==> src/design/cscl_pkg.sv <==
// Package with shared types and constants of the cone side cluster labeler.
package cscl_pkg;
    localparam int MAX_CONES  = 64;
    localparam int COORD_BITS = 16;
    localparam int IDX_BITS   = $clog2(MAX_CONES);
    localparam int CNT_BITS   = IDX_BITS + 1;
    localparam int LINK_BITS  = 15;
    localparam int DIST_BITS  = 2 * COORD_BITS + 2;
    localparam logic [LINK_BITS-1:0] LINK_RESET = LINK_BITS'(1024);

    localparam logic [2:0] LABEL_NONE         = 3'd0;
    localparam logic [2:0] LABEL_LEFT_SEED    = 3'd1;
    localparam logic [2:0] LABEL_RIGHT_SEED   = 3'd2;
    localparam logic [2:0] LABEL_LEFT_MEMBER  = 3'd3;
    localparam logic [2:0] LABEL_RIGHT_MEMBER = 3'd4;

    typedef struct packed {
        logic signed [COORD_BITS-1:0] cone_x;
        logic signed [COORD_BITS-1:0] cone_y;
        logic                         frame_end;
    } cone_in_t;

    typedef struct packed {
        logic [5:0]                   cone_number;
        logic [2:0]                   side_label;
        logic signed [COORD_BITS-1:0] pos_x;
        logic signed [COORD_BITS-1:0] pos_y;
        logic                         frame_overflow;
        logic                         result_last;
    } label_out_t;

    // Controller commands to the datapath.
    typedef struct packed {
        logic                store;     // write input cone at count
        logic                clr_count; // frame done
        logic                seed_init;
        logic                seed_step; // evaluate cone at index a
        logic                grow_init; // set masks to seeds
        logic                grow_step; // test pair (a,b)
        logic                side;      // 0 left, 1 right
        logic [IDX_BITS-1:0] idx_a;
        logic [IDX_BITS-1:0] idx_b;
        logic                clr_change;
    } cscl_cmd_t;

    typedef struct packed {
        logic [CNT_BITS-1:0] count;
        logic                changed;
    } cscl_sts_t;
endpackage

==> src/design/cscl_ctrl.sv <==
// Controller state machine that sequences loading, seeding, growing and output.
module cscl_ctrl import cscl_pkg::*; (
    input  logic      aclk,
    input  logic      aresetn,
    input  logic      s_valid,
    output logic      s_ready,
    input  logic      frame_end,
    output logic      m_valid,
    input  logic      m_ready,
    input  cscl_sts_t sts,
    output cscl_cmd_t cmd
);
    typedef enum logic [2:0] {
        ST_LOAD, ST_SEED, ST_GROW, ST_DRAIN, ST_EMIT_RD, ST_EMIT
    } state_t;

    state_t              state_reg;
    logic [IDX_BITS-1:0] a_reg, b_reg;
    logic                side_reg;
    logic [1:0]          wait_reg;

    logic [IDX_BITS-1:0] last;
    assign last = IDX_BITS'(sts.count - CNT_BITS'(1));

    assign s_ready = (state_reg == ST_LOAD);
    assign m_valid = (state_reg == ST_EMIT);

    always_comb begin
        cmd            = '0;
        cmd.idx_a      = a_reg;
        cmd.idx_b      = b_reg;
        cmd.side       = side_reg;
        cmd.store      = s_valid && s_ready;
        cmd.seed_init  = s_valid && s_ready && frame_end;
        cmd.seed_step  = (state_reg == ST_SEED);
        cmd.grow_step  = (state_reg == ST_GROW);
        cmd.grow_init  = (state_reg == ST_DRAIN) && wait_reg == 2'd0 && !side_reg
                         && !sts.changed && b_reg == '1;
        cmd.clr_change = (state_reg == ST_GROW) && a_reg == '0 && b_reg == '0;
        cmd.clr_count  = (state_reg == ST_EMIT) && m_ready && b_reg == last;
    end

    always_ff @(posedge aclk) begin
        if (!aresetn) begin
            state_reg <= ST_LOAD;
            a_reg     <= '0;
            b_reg     <= '0;
            side_reg  <= 1'b0;
            wait_reg  <= '0;
        end else begin
            case (state_reg)
                ST_LOAD: begin
                    if (s_valid && frame_end) begin
                        state_reg <= ST_SEED;
                        a_reg     <= '0;
                    end
                end
                ST_SEED: begin
                    if (a_reg == last) begin
                        state_reg <= ST_DRAIN;
                        wait_reg  <= 2'd3;
                        b_reg     <= '1; // marks seed drain
                        side_reg  <= 1'b0;
                    end else begin
                        a_reg <= a_reg + IDX_BITS'(1);
                    end
                end
                ST_GROW: begin
                    if (b_reg == last) begin
                        b_reg <= '0;
                        if (a_reg == last) begin
                            state_reg <= ST_DRAIN;
                            wait_reg  <= 2'd3;
                        end else begin
                            a_reg <= a_reg + IDX_BITS'(1);
                        end
                    end else begin
                        b_reg <= b_reg + IDX_BITS'(1);
                    end
                end
                ST_DRAIN: begin
                    if (wait_reg != 2'd0) begin
                        wait_reg <= wait_reg - 2'd1;
                    end else if (b_reg == '1 && !side_reg) begin
                        // Seed phase done: masks loaded, start left grow.
                        state_reg <= ST_GROW;
                        a_reg     <= '0;
                        b_reg     <= '0;
                    end else if (sts.changed) begin
                        state_reg <= ST_GROW;
                        a_reg     <= '0;
                        b_reg     <= '0;
                    end else if (!side_reg) begin
                        side_reg  <= 1'b1;
                        state_reg <= ST_GROW;
                        a_reg     <= '0;
                        b_reg     <= '0;
                    end else begin
                        state_reg <= ST_EMIT_RD;
                        b_reg     <= '0;
                    end
                end
                ST_EMIT_RD: begin
                    state_reg <= ST_EMIT;
                end
                ST_EMIT: begin
                    if (m_ready) begin
                        if (b_reg == last) begin
                            state_reg <= ST_LOAD;
                        end else begin
                            b_reg     <= b_reg + IDX_BITS'(1);
                            state_reg <= ST_EMIT_RD;
                        end
                    end
                end
                default: state_reg <= ST_LOAD;
            endcase
        end
    end
endmodule

==> config.mk <==
export PLATFORM = sky130hd
export DESIGN_NAME = cscl_ctrl
export DESIGN_NICKNAME = d
export VERILOG_FILES = /design/src/design/cscl_pkg.sv /design/src/design/cscl_ctrl.sv
export SDC_FILE = /design/constraint.sdc
export NUM_CORES = 1
export LEC_CHECK = 0
export BUFFER_PORTS_ARGS = -buffer_cell sky130_fd_sc_hd__buf_2
export CAP_MARGIN = 40
export CORE_MARGIN = 8
export CORE_UTILIZATION = 40
export CTS_CLUSTER_SIZE = 40
export DETAILED_ROUTE_END_ITERATION = 16
export GPL_TIMING_DRIVEN = 0
export SLEW_MARGIN = 40
export SYNTH_ARGS = -nofsm -noshare
export SYNTH_HDL_FRONTEND = slang
export SYNTH_SLANG_ARGS = --single-unit
export TNS_END_PERCENT = 1
==> constraint.sdc <==
create_clock -name aclk -period 2.6 [get_ports aclk]
set_input_delay 0.39 -clock aclk [delete_from_list [all_inputs] [get_ports aclk]]
set_output_delay 0.39 -clock aclk [all_outputs]
set_load 0.01 [all_outputs]
* Word-level counts from Yosys, hierarchy flattened
Cells that the tools add are included.
Cells by class: $add $sub $neg 4, equal/unequal tests 18, mux-type cells 33, reductions and logical operators 28
Operator list (count):
- 6-bit two-way mux | 12
- 6-bit case mux with 4 select lines | 2
- 3-bit two-way mux | 9
- 3-bit case mux with 6 select lines | 1
- 5-bit AND reduction | 3
- 6-bit by 1-bit adder with 6-bit output, second input constant | 2
- 6-bit == test | 2
- 1-bit logical AND | 12
- 6-bit logical NOT | 2
- 2-bit by 1-bit inequality test with 1-bit output, second input constant | 5
- 2-bit inequality test, second input constant | 4
- 4-bit nonzero test | 2
- 3-bit by 2-bit == test with 1-bit output, second input constant | 2
- 3-bit == test, second input constant | 2
- 6-bit == test, second input constant | 1
- 2-bit two-way mux | 3
- 2-bit case mux with 3 select lines | 1
- 6-bit by 1-bit subtractor with 6-bit output, second input constant | 1
- 1-bit two-way mux | 4
- 4-bit by 3-bit inequality test with 1-bit output, second input constant | 1
- 4-bit AND reduction | 1
- 2-bit nonzero test | 2
- 3-bit by 1-bit == test with 1-bit output, second input constant | 1
- 3-bit logical NOT | 1
- other kinds (6) | 7
Word-level totals: flip-flop bits (word level) 18, input port bits 13

* Longest topological paths before layout
Gate-level depths: netlist of run 1.
depth after elaboration 5, depth in mapped cells 9, depth with buffers taken out 8

* Least setup slack after synthesis of run 1
No wires, ideal clock.
kind in2reg, from input sts[1] (netlist name), to register wait_reg[1], setup time 0.122 ns, data arrival time 2.182 ns, setup slack 0.296 ns, stages on the path 8, buffers on the path 0, path through inv_1 -> ha_1 -> or3b_1 -> xnor2_1 -> nor4_4 -> a31oi_1 -> a21o_1 -> o311a_1
Between the ends: longest elaborated chain between the ends 5, elaborated cells between the ends (all ways) 8, classes of those cells 1 x add/sub; 3 x eq/ne; 3 x mux; 1 x reduce/logical
RTL lines:
- start: declaration | line cscl_ctrl.sv:10 | input cscl_sts_t sts,
- 6-bit by 1-bit subtractor with 6-bit output (*) | line cscl_ctrl.sv:23 | assign last = IDX_BITS'(sts.count - CNT_BITS'(1));
- 6-bit == test | line cscl_ctrl.sv:59, cscl_ctrl.sv:71
- 2-bit two-way mux (2 in a row)
- 2-bit case mux with 3 select lines
- end signal: assignment | line cscl_ctrl.sv:83 | wait_reg <= wait_reg - 2'd1;
- end: declaration | line cscl_ctrl.sv:20 | logic [1:0] wait_reg;
Every way passes the cells marked *; elsewhere a longest branch is shown, timed or not. The select of a mux whose other input is x is not followed. A chain may end at the register's enable or synchronous reset.

==> summary.txt, run 1 <==
Yosys
  – Cell Area, Synth: 1710 sq um
  – Synth warn: 0
  – EDFF count, synth: 0
  – Syn Area/Cell: 8.07 sq um
  – Dominant cells by area after synthesis: dfxtp_1 21%, xnor2_1 5.1%, nand2_1 4.8%
  – Ys flop type: dfxtp_1
  – Post-synth top area share: 0.211
  – Synth Instances: 212
  – FF+latch count, synth: 18
  – Post-synthesis cell type count: 55
  – Synth async-reset ratio: 0
  – Area leader, netlist: dfxtp_1
  – Register area share after synthesis: 0.211
  – Net count after synthesis: 231

Power
  – Clk pwr share: 0.312
  – Combinational fraction of design power: 0.306
  – PD cells: 387 nW/um^2
  – NetSw: 258 uW
  – Int Pwr: 516 uW
  – Maximum vdd drop: 0.253 mV
  – Post-layout power: 774 uW
  – Power share of the sequential group: 0.383
  – Net Sw Frac: 0.334
  – Static Leakage: 0.890 nW

Timing
  – Unrepaired setup endpoints after global routing: no
  – Final critical-path share of the clock period: 0.931
  – Final max-slew violation count: 0
  – Final hold vios: 0
  – Tmin final: 2.42 ns
  – Setup slack after layout: 0.179 ns
  – Clk_skew: 0.00207 ns
  – Highest Clock Rate: 0.413 GHz
  – Relative slew margins: 0.657
  – Tightest Pin Transition: 0.514 ns
  – Final Setup Violations: 0
  – Hold WS: 0.444 ns

Floorplanning
  – Core Rows: 23
  – Floorplan die width: 81.4 microns
  – Die H: 81.4 microns
  – DIE AREA: 6620 sq um
  – Core Footprint: 4060 sq um
  – IO Pins: 35
  – Starting Density: 0.422

Setup path
  – WP data required: 2.21 ns
  – Crit Path Class: in2out
  – Critical Path Start Type: input port
  – Arr. time, crit path: 2.03 ns
  – Type of destination of the critical path: primary output
  – CP max FO: 4

Route
  – Antenna Nets Post-Route: 0
  – WL final: 4960 microns
  – Drt pass-1 iters: 4
  – Via count: 1,752
  – DR vias/cell: 5.84
  – Iteration-0 DRC Markers: 84
  – Drt drc: 0
  – WL/cell: 16.5 microns

CTS
  – Post-cts resize count: 0
  – Root Driver: clkbuf_8
  – CTS sink count: 18
  – CTS tree: yes
  – Htree depth: 1
  – Total CTS buffers: 3
  – Hold Buf Count CTS: 0
  – Worst-path clk slew: 0.07 ns
  – Clk Latency, worst-skew pair: 0.26 ns
  – Deepest clock path buffer count: 2

Placement
  – I/O Buffers: 33
  – RePlAce Congestion: 0.868
  – Pre-CTS setup slack: -0.115 ns
  – Final HPWL DP: 3750 microns
  – Placed cells: 295

Global route
  – Number of global-route vias before repair: 1,625
  – Global-route wire length before repair: 7960 microns
  – Largest net degree at the start of global routing: 11
  – Total Routing Usage GR: 0.152
  – Global route overflow: 0
  – Initial antenna violation count: 0

Worst hold path
  – Min-delay worst type: in2reg

Final layout
  – Fillers: 417
  – Area growth syn-to-layout: 17.0%
  – Ant diodes: 0
  – Share of cells above drive strength 1: 0.220
  – Sequential cell area: 360 sq um
  – NumNets Final: 270
  – Utilization after layout: 0.493
  – Fin cells: 300
  – Multi-input gate area: 1220 sq um

Run status
  – Outcome: finished clean

Run
  – Maxcap violations: 0
==> path summary, 6_finish.rpt <==
check | from | end | slack, ns | cells past startpoint
worst max-delay path | sts[1] | cmd[18] | 0.18 | 9
worst max register to register | b_reg[2]$_SDFFE_PN0P_ | a_reg[0]$_SDFFE_PN0P_ | 0.26 | 8
worst min register to register | wait_reg[0]$_SDFFE_PN0P_ | wait_reg[0]$_SDFFE_PN0P_ | 0.49 | 2
worst min-delay path | aresetn | a_reg[5]$_SDFFE_PN0P_ | 0.44 | 3
==> metal layers <==
| metal | wire [microns] | track usage |
|---|---|---|
| met1 | 2270 | 0.195 |
| met2 | 2310 | 0.244 |
| met3 | 314 | 0.0320 |
| met4 | 68 | 0.0500 |
| met5 | 0 | 0 |
==> repair_timing <==
| item | 4_1_cts | 5_1_grt |
|---|---|---|
| hold endpoints to repair | 0 | 0 |
| setup endpoints to repair | 0 | 4 |
| setup buffers | 0 | 1 |
==> cells in the mapped netlist, types with 2 or more instances <==
cell type and instances:
nand2_1 22, dfxtp_1 18, a21oi_1 16, inv_1 14
xnor2_1 10, nand3_1 9, nor2_1 8, xor2_1 8
clkbuf_1 6, ha_1 6, mux2i_1 6, nor3_1 6
o221ai_1 6, nand2b_1 5, o211ai_1 5, o21ai_0 5
a211oi_1 4, nand4_1 4, buf_6 3, nor2b_1 3
nor4_1 3, o22ai_1 3, a21boi_0 2, a21o_1 2
a22o_1 2, a32o_1 2, and2_1 2, and3_1 2
buf_2 2, nor3b_1 2, xnor3_1 2
==> critical path, cell delays in order <==
cell and delay, ns:
buf_2 0.13, inv_1 0.06, ha_1 0.20, or3b_1 0.42, xnor2_1 0.16, nor3_1 0.22, nand2_1 0.19, nor2_1 0.12
buf_2 0.13
==> area by class of cell <==
type / instances / area share
inverters: 14 / 0.0263
flip-flops and latches: 18 / 0.180
repair buffers: 34 / 0.0863
clock buffers: 4 / 0.0275
multi-input cells: 167 / 0.608
well taps: 50 / 0.0313
plain buffers: 13 / 0.0407
==> metrics by stage <==
step                      area, sq um  setup TNS (ns)
after CTS                        1990               0
after detailed placement         1940          -0.914
final                            2000               0
after floorplan                  1710               0
after global placement           1940          -0.894
after global routing             2000               0
==> cells in the final DEF (no fill, tap or decap), types with 2 or more instances in the layout <==
cell type	n
buf_2	35
nand2_1	22
dfxtp_1	18
a21oi_1	16
inv_1	14
xnor2_1	10
nand3_1	9
nor2_1	8
xor2_1	8
clkbuf_1	6
nor3_1	6
o221ai_1	6
mux2i_1	6
ha_1	6
nand2b_1	5
o21ai_0	5
o211ai_1	5
a211oi_1	4
nand4_1	4
clkbuf_8	4
buf_6	3
nor2b_1	3
nor4_1	3
o22ai_1	3
xnor3_1	2
and2_1	2
and3_1	2
a21o_1	2
nor3b_1	2
a32o_1	2
a21boi_0	2
a22o_1	2
buf_4	2
==> kinds of logic after synthesis <==
group	Yosys count	synth area share
and+or+nand+nor	76	0.249
AOI/OAI and AO/OA	58	0.251
muxes	6	0.0351
xor gates and xnor gates	21	0.132
buffers and inverters	27	0.0783
DFF	18	0.211
adders and majority gates	6	0.0439
==> power by group through the flow <==
stage          registers (mW)  logic (mW)  clock network (mW)
2_1_floorplan           0.302       0.164                   0
3_3_place_gp            0.302       0.235                   0
3_5_place_dp            0.303       0.234                   0
4_1_cts                 0.296       0.236               0.251
5_1_grt                 0.298       0.260               0.259
6_report                0.296       0.237               0.241
(Power assumes the default switching activity.)
==> run 2, diff against run 1 <==
- ABC_AREA: not set -> 1
- CORE_UTILIZATION: 40 -> 57
- CTS_BUF_LIST: not set -> sky130_fd_sc_hd__clkbuf_4 sky130_fd_sc_hd__clkbuf_8
- PLACE_DENSITY: not set -> 0.83
==> run 2 against run 1 <==
Effect of this change: synthesized cell count rose by 33%; fmax rose by 4.4%; clock skew rose by 0.0045 ns; hold slack got worse by 0.10 ns; global-route usage rose by 3.2 points; synthesized area fell by 0.73%; register-to-register slack improved by 0.57 ns; wire length fell by 12%; sequential cell count did not move; clock power fell by 26%; sequential share of layout area rose by 0.56 points; critical path type is now reg2out.
==> summary.txt, run 2 <==
Setup path
  – Reg2Reg Setup Slack: 0.83 ns (+0.57 ns)
  – Critical Path Start Type: register
  – Type of destination of the critical path: primary output
  – R2R depth: 11 (+3)
  – R2R Path End: a_reg[0]$_SDFFE_PN0P_
  – Arr. time, crit path: 1.93 ns (-0.10 ns)
  – Worst R2R Start: b_reg[0]$_SDFFE_PN0P_
  – Crit Path Class: reg2out
  – WP data required: 2.21 ns (about the same)
  – CP max FO: 10 (+6)

CTS
  – Total CTS buffers: 3 (unchanged)
  – CTS tree: yes
  – Htree depth: 1 (unchanged)
  – Deepest clock path buffer count: 2 (unchanged)
  – Root Driver: clkbuf_4
  – Hold Buf Count CTS: 0 (unchanged)
  – Post-cts resize count: 0 (unchanged)
  – Worst-path clk slew: 0.11 ns (+0.04 ns)
  – CTS sink count: 18 (unchanged)
  – Clk Latency, worst-skew pair: 0.30 ns (+0.04 ns)
  – Post-CTS Setup Inserts: 0 (unchanged)

Yosys
  – Ys flop type: dfxtp_1
  – Post-synthesis cell type count: 28 (-49%)
  – Syn Area/Cell: 6.02 sq um (-25%)
  – Register area share after synthesis: 0.212 (+0.00155)
  – Post-synth top area share: 0.212 (+0.00155)
  – Synth Instances: 282 (+33%)
  – Synth warn: 0 (unchanged)
  – Area leader, netlist: dfxtp_1
  – EDFF count, synth: 0 (unchanged)
  – Most frequent cells after synthesis: 68 x nand2_1, 50 x nor2_1, 40 x nand3_1, 36 x inv_1, 18 x dfxtp_1
  – Cell Area, Synth: 1700 sq um (-0.73%)
  – FF+latch count, synth: 18 (unchanged)
  – Top-count cell post-synth: nand2_1
  – Dominant cells by area after synthesis: dfxtp_1 21%, nand2_1 15%, nand3_1 12%
  – Synth async-reset ratio: 0 (unchanged)
  – Net count after synthesis: 301 (+30%)

Global route
  – Initial antenna violation count: 0 (unchanged)
  – Total Routing Usage GR: 0.183 (+0.0318)
  – Largest net degree at the start of global routing: 11 (unchanged)
  – Global-route wire length before repair: 7800 microns (-2.1%)
  – Global route overflow: 0 (unchanged)
  – Number of global-route vias before repair: 1,817 (+12%)

Placement
  – Placed cell area: 1900 sq um (-1.7%)
  – Final HPWL DP: 3480 microns (-7.3%)
  – I/O Buffers: 33 (unchanged)
  – RePlAce Congestion: 0.912 (+5.0%)

Timing
  – Final max-slew violation count: 0 (unchanged)
  – Clk_skew: 0.00662 ns (+0.00455 ns)
  – Unrepaired setup endpoints after global routing: no
  – Highest Clock Rate: 0.431 GHz (+4.4%)
  – Final critical-path share of the clock period: 0.892 (-0.0392)
  – Tmin final: 2.32 ns (-0.102 ns)
  – Hold WS: 0.341 ns (-0.104 ns)
  – Final Setup Violations: 0 (unchanged)
  – Setup TNS: 0 ns (unchanged)
  – Tightest Pin Transition: 0.407 ns (-0.107 ns)
  – Final hold vios: 0 (unchanged)
  – Relative slew margins: 0.728 (+0.0712)

Power
  – Maximum vdd drop: 0.479 mV (+90%)
  – PD cells: 850 nW/um^2 (+120%)
  – Static Leakage: 0.963 nW (+8.3%)

Route
  – Antenna Nets Post-Route: 0 (unchanged)
  – Iteration-0 DRC Markers: 169 (+100%)
  – WL final: 4350 microns (-12%)
  – Drt drc: 0 (unchanged)
  – Drt pass-1 iters: 4 (unchanged)
  – DR vias/cell: 5.26 (-9.9%)
  – WL/cell: 12.4 microns (-25%)
  – Via count: 1,852 (+5.7%)

Final layout
  – Commonest non-fill, non-tap cell in the layout: nand2_1
  – Fillers: 294 (-29%)
  – Fin area: 1940 sq um (-3.0%)
  – Share of cells above drive strength 1: 0.194 (-0.0256)
  – Most frequent cells in the layout: 68 x nand2_1, 50 x nor2_1, 40 x nand3_1, 36 x inv_1, 35 x buf_2
  – Sequential cell area: 360 sq um (unchanged)
  – Ant diodes: 0 (unchanged)
  – NumNets Final: 339 (+26%)
  – Multi-input gate area: 1170 sq um (-4.1%)
  – Area growth syn-to-layout: 14.3%

Floorplanning
  – Core Footprint: 2950 sq um (-27%)
  – Die H: 70.6 microns (-13%)
  – Core Rows: 20 (-13%)
  – IO Pins: 35 (unchanged)
  – Floorplan die width: 70.6 microns (-13%)
  – Starting Density: 0.575 (+0.153)
  – DIE AREA: 4980 sq um (-25%)

Worst hold path
  – Hold Crit Endpoint: state_reg[0]$_SDFFE_PN0P_
  – HP Start: aresetn
  – Worst hold stages: 3 (unchanged)
  – Min-delay worst type: in2reg

Run
  – Maxcap violations: 0 (unchanged)

Run status
  – Outcome: finished clean
## run 2: report_power, final
part / internal, mW / switching (mW) / total, mW
logic: 0.360 / 0.655 / 1.02
clock network: 0.0854 / 0.0929 / 0.178
registers: 0.349 / 0.107 / 0.456
total: 0.795 / 0.855 / 1.65
## run 2: how the worst max path moves through the flow
stage / startpoint / to / cells past startpoint
finish: state_reg[2]$_SDFFE_PN0P_ / cmd[0] / 7
floorplan: sts[1] / cmd[18] / 10
global route: sts[1] / cmd[18] / 12
CTS: sts[1] / cmd[18] / 12
global placement: sts[1] / cmd[18] / 12
detailed placement: sts[1] / cmd[18] / 12
## run 2: critical path: stages, from the launching register on
cell and delay [ns]:
dfxtp_1 0.35, inv_1 0.14, nand2_1 0.11, nor2_1 0.15, buf_2 0.28, nand4_1 0.11
nor4_1 0.27, buf_2 0.20
## run 2: cells by family after synthesis
kind of cell	after synthesis	share of synthesized area
fa+ha+maj	6	0.0442
xor+xnor	11	0.0649
simple gates	190	0.530
flops	18	0.212
compound gates	15	0.0479
buf+inv	42	0.101
## run 2: final cells by class
type | count | share of cell area
inverter | 37 | 0.0716
multi-input combinational | 222 | 0.601
clock buffer | 4 | 0.0187
timing repair buffer | 33 | 0.0851
buffer | 5 | 0.0168
sequential | 18 | 0.186
tap | 33 | 0.0213
## run 2: metal layers
metal  vias up  wire [microns]  GRT usage
li1        980               -          -
met1       812            2050      0.223
met2        56            2020      0.306
met3         4             248     0.0452
met4         0              31     0.0624
met5         -               0          0
## run 2: through the flow
| stage | instances | utilization | total power [mW] | setup slack [ns] |
|---|---|---|---|---|
| final | 352 | 0.657 | 1.65 | 0.281 |
| after global routing | 352 | 0.657 | 1.82 | 0.144 |
| after CTS | 352 | 0.657 | 1.65 | 0.308 |
| after detailed placement | 348 | 0.645 | 1.47 | 0.314 |
| after global placement | 348 | 0.645 | 1.46 | 0.349 |
| after floorplan | 282 | - | 1.20 | 0.706 |
==> run 3, diff against run 2 <==
- BUFFER_PORTS_ARGS: -buffer_cell sky130_fd_sc_hd__buf_2 -> -buffer_cell sky130_fd_sc_hd__buf_4
==> run 3 against run 2 <==
Effect of this change: via count increased by 1.8%; power increased by 4.2%; fmax increased by 0.67%; sequential share of layout area decreased by 0.76 points; hold slack got worse by 0.010 ns; cell count unchanged; first-iteration DRC count decreased by 15%; count of clock-buffer cells in the layout unchanged; worst setup slack improved by 0.015 ns; die area unchanged; critical endpoint is now cmd[18]; largest power group unchanged.
==> summary.txt, run 3 (synthesis gave the netlist of run 2 again) <==
Final layout
  – Fin area: 2020 sq um (+4.3%)
  – Ant diodes: 0 (unchanged)
  – Utilization after layout: 0.685 (+0.0280)
  – Area growth syn-to-layout: 19.2%
  – Fillers: 293 (-0.34%)
  – Fin cells: 352 (unchanged)
  – Commonest non-fill, non-tap cell in the layout: nand2_1
  – Share of cells above drive strength 1: 0.194 (unchanged)
  – Most frequent cells in the layout: 68 x nand2_1, 50 x nor2_1, 40 x nand3_1, 36 x inv_1, 34 x buf_4
  – NumNets Final: 339 (unchanged)

Setup path
  – Critical Path Start Type: input port
  – R2R Path End: a_reg[0]$_SDFFE_PN0P_
  – Type of destination of the critical path: primary output
  – Arr. time, crit path: 1.91 ns (-0.02 ns)
  – CP peak stage delay: 0.27 ns (-0.08 ns)
  – Worst path buffer plus inverter count: 4 (+1)
  – CP max FO: 10 (unchanged)
  – WP data required: 2.21 ns (about the same)
  – R2R depth: 11 (unchanged)
  – CP max-delay cell: ha_1
  – Reg2Reg Setup Slack: 0.80 ns (-0.03 ns)
  – Worst R2R Start: b_reg[0]$_SDFFE_PN0P_
  – CP Cell Sequence: buf_4, inv_2, ha_1, inv_1, nand2_2, nand2_1, nand2_1, nand3_1, nor2_2, nand3_4, nor2_1, buf_4
  – Top delay family on crit path: simple AND/OR/NAND/NOR gates
  – Crit Path Class: in2out

Route
  – DR vias/cell: 5.36 (+1.8%)
  – Drt pass-1 iters: 4 (unchanged)
  – Iteration-0 DRC Markers: 143 (-15%)
  – Drt drc: 0 (unchanged)
  – Antenna Nets Post-Route: 0 (unchanged)
  – WL/cell: 12.8 microns (+3.8%)
  – WL final: 4510 microns (+3.8%)
  – Via count: 1,886 (+1.8%)

CTS
  – CTS tree: yes
  – CTS sink count: 18 (unchanged)
  – Hold Buf Count CTS: 0 (unchanged)
  – Clk Latency, worst-skew pair: 0.30 ns (about the same)
  – Htree depth: 1 (unchanged)
  – Root Driver: clkbuf_4
  – Post-cts resize count: 0 (unchanged)
  – Deepest clock path buffer count: 2 (unchanged)
  – Post-CTS Setup Inserts: 0 (unchanged)
  – Total CTS buffers: 3 (unchanged)
  – Worst-path clk slew: 0.12 ns (about the same)

Floorplanning
  – Floorplan die width: 70.6 microns (unchanged)
  – Core Rows: 20 (unchanged)
  – Starting Density: 0.575 (unchanged)
  – DIE AREA: 4980 sq um (unchanged)
  – Core Footprint: 2950 sq um (unchanged)
  – IO Pins: 35 (unchanged)
  – Die H: 70.6 microns (unchanged)

Global route
  – GRT Max-Usage Layer: met2
  – M3 GR Usage: 0.0410 (-0.00424)
  – Global-route wire length before repair: 7670 microns (-1.6%)
  – Initial antenna violation count: 0 (unchanged)
  – Total Routing Usage GR: 0.183 (-0.000239)
  – Global route overflow: 0 (unchanged)
  – Number of global-route vias before repair: 1,750 (-3.7%)
  – Met2 Use GR: 0.302 (-0.00412)
  – Largest net degree at the start of global routing: 11 (unchanged)
  – Met1 usage: 0.226 (+0.00349)

Timing
  – Hold WS: 0.330 ns (-0.0103 ns)
  – Unrepaired setup endpoints after global routing: no
  – Setup slack after layout: 0.296 ns (+0.0153 ns)
  – Tmin final: 2.30 ns (-0.0153 ns)
  – Setup TNS: 0 ns (unchanged)
  – Final hold vios: 0 (unchanged)
  – Final Setup Violations: 0 (unchanged)
  – Tightest Pin Transition: 0.397 ns (-0.0102 ns)
  – Relative slew margins: 0.735 (+0.00679)
  – Final critical-path share of the clock period: 0.886 (-0.00590)
  – Clk_skew: 0.00984 ns (+0.00322 ns)
  – Highest Clock Rate: 0.434 GHz (+0.67%)
  – Final max-slew violation count: 0 (unchanged)

Placement
  – RePlAce Congestion: 0.929 (+1.9%)
  – Placed cell area: 1990 sq um (+4.3%)
  – Final HPWL DP: 3530 microns (+1.5%)
  – Placed cells: 348 (unchanged)
  – Pre-CTS setup slack: 0.311 ns (-0.00322 ns)
  – I/O Buffers: 33 (unchanged)

Worst hold path
  – Hold Crit Endpoint: state_reg[0]$_SDFFE_PN0P_
  – HP Start: aresetn
  – Worst hold stages: 3 (unchanged)
  – Min-delay worst type: in2reg

Power
  – PD cells: 850 nW/um^2 (about the same)
  – Post-layout power: 1.72 mW (+4.2%)
  – Static Leakage: 0.975 nW (+1.2%)
  – Maximum vdd drop: 0.540 mV (+13%)

Run status
  – Outcome: finished clean

Run
  – Maxcap violations: 0 (unchanged)
-- run 3: worst max path at each step --
stage | endpoint | from | slack (ns) | cells past startpoint
global placement | cmd[18] | sts[1] | 0.35 | 12
finish | cmd[18] | sts[1] | 0.30 | 12
floorplan | cmd[18] | sts[1] | 0.71 | 10
detailed placement | cmd[18] | sts[1] | 0.31 | 12
global route | cmd[18] | sts[1] | 0.16 | 12
CTS | cmd[18] | sts[1] | 0.31 | 12
-- run 3: report_power, final --
group | internal, mW | leakage, nW | switching, mW | total [mW]
Sequential | 0.349 | 0.147 | 0.108 | 0.457
Combinational | 0.410 | 0.807 | 0.670 | 1.08
Clock | 0.0854 | 0.0210 | 0.0961 | 0.182
Total | 0.845 | 0.975 | 0.874 | 1.72
-- run 3: final cells by class --
cell class,count,area [sq um],share of cell area
Multi-Input combinational cell,222,1170,0.576
Buffer,5,32.5,0.0161
Clock buffer,4,36.3,0.0179
Tap cell,33,41.3,0.0204
Inverter,37,139,0.0686
Timing Repair Buffer,33,248,0.122
Sequential cell,18,360,0.178
-- run 3: layer usage --
metal	part of all wire	up-vias
li1	-	977
met1	0.45	839
met2	0.47	63
met3	0.063	7
met4	0.014	0
met5	0	-
-- run 3: tightest hold or removal path, cell delays in order --
cell and delay, ns:
buf_4 0.10, nand2_1 0.05, nor2_1 0.07
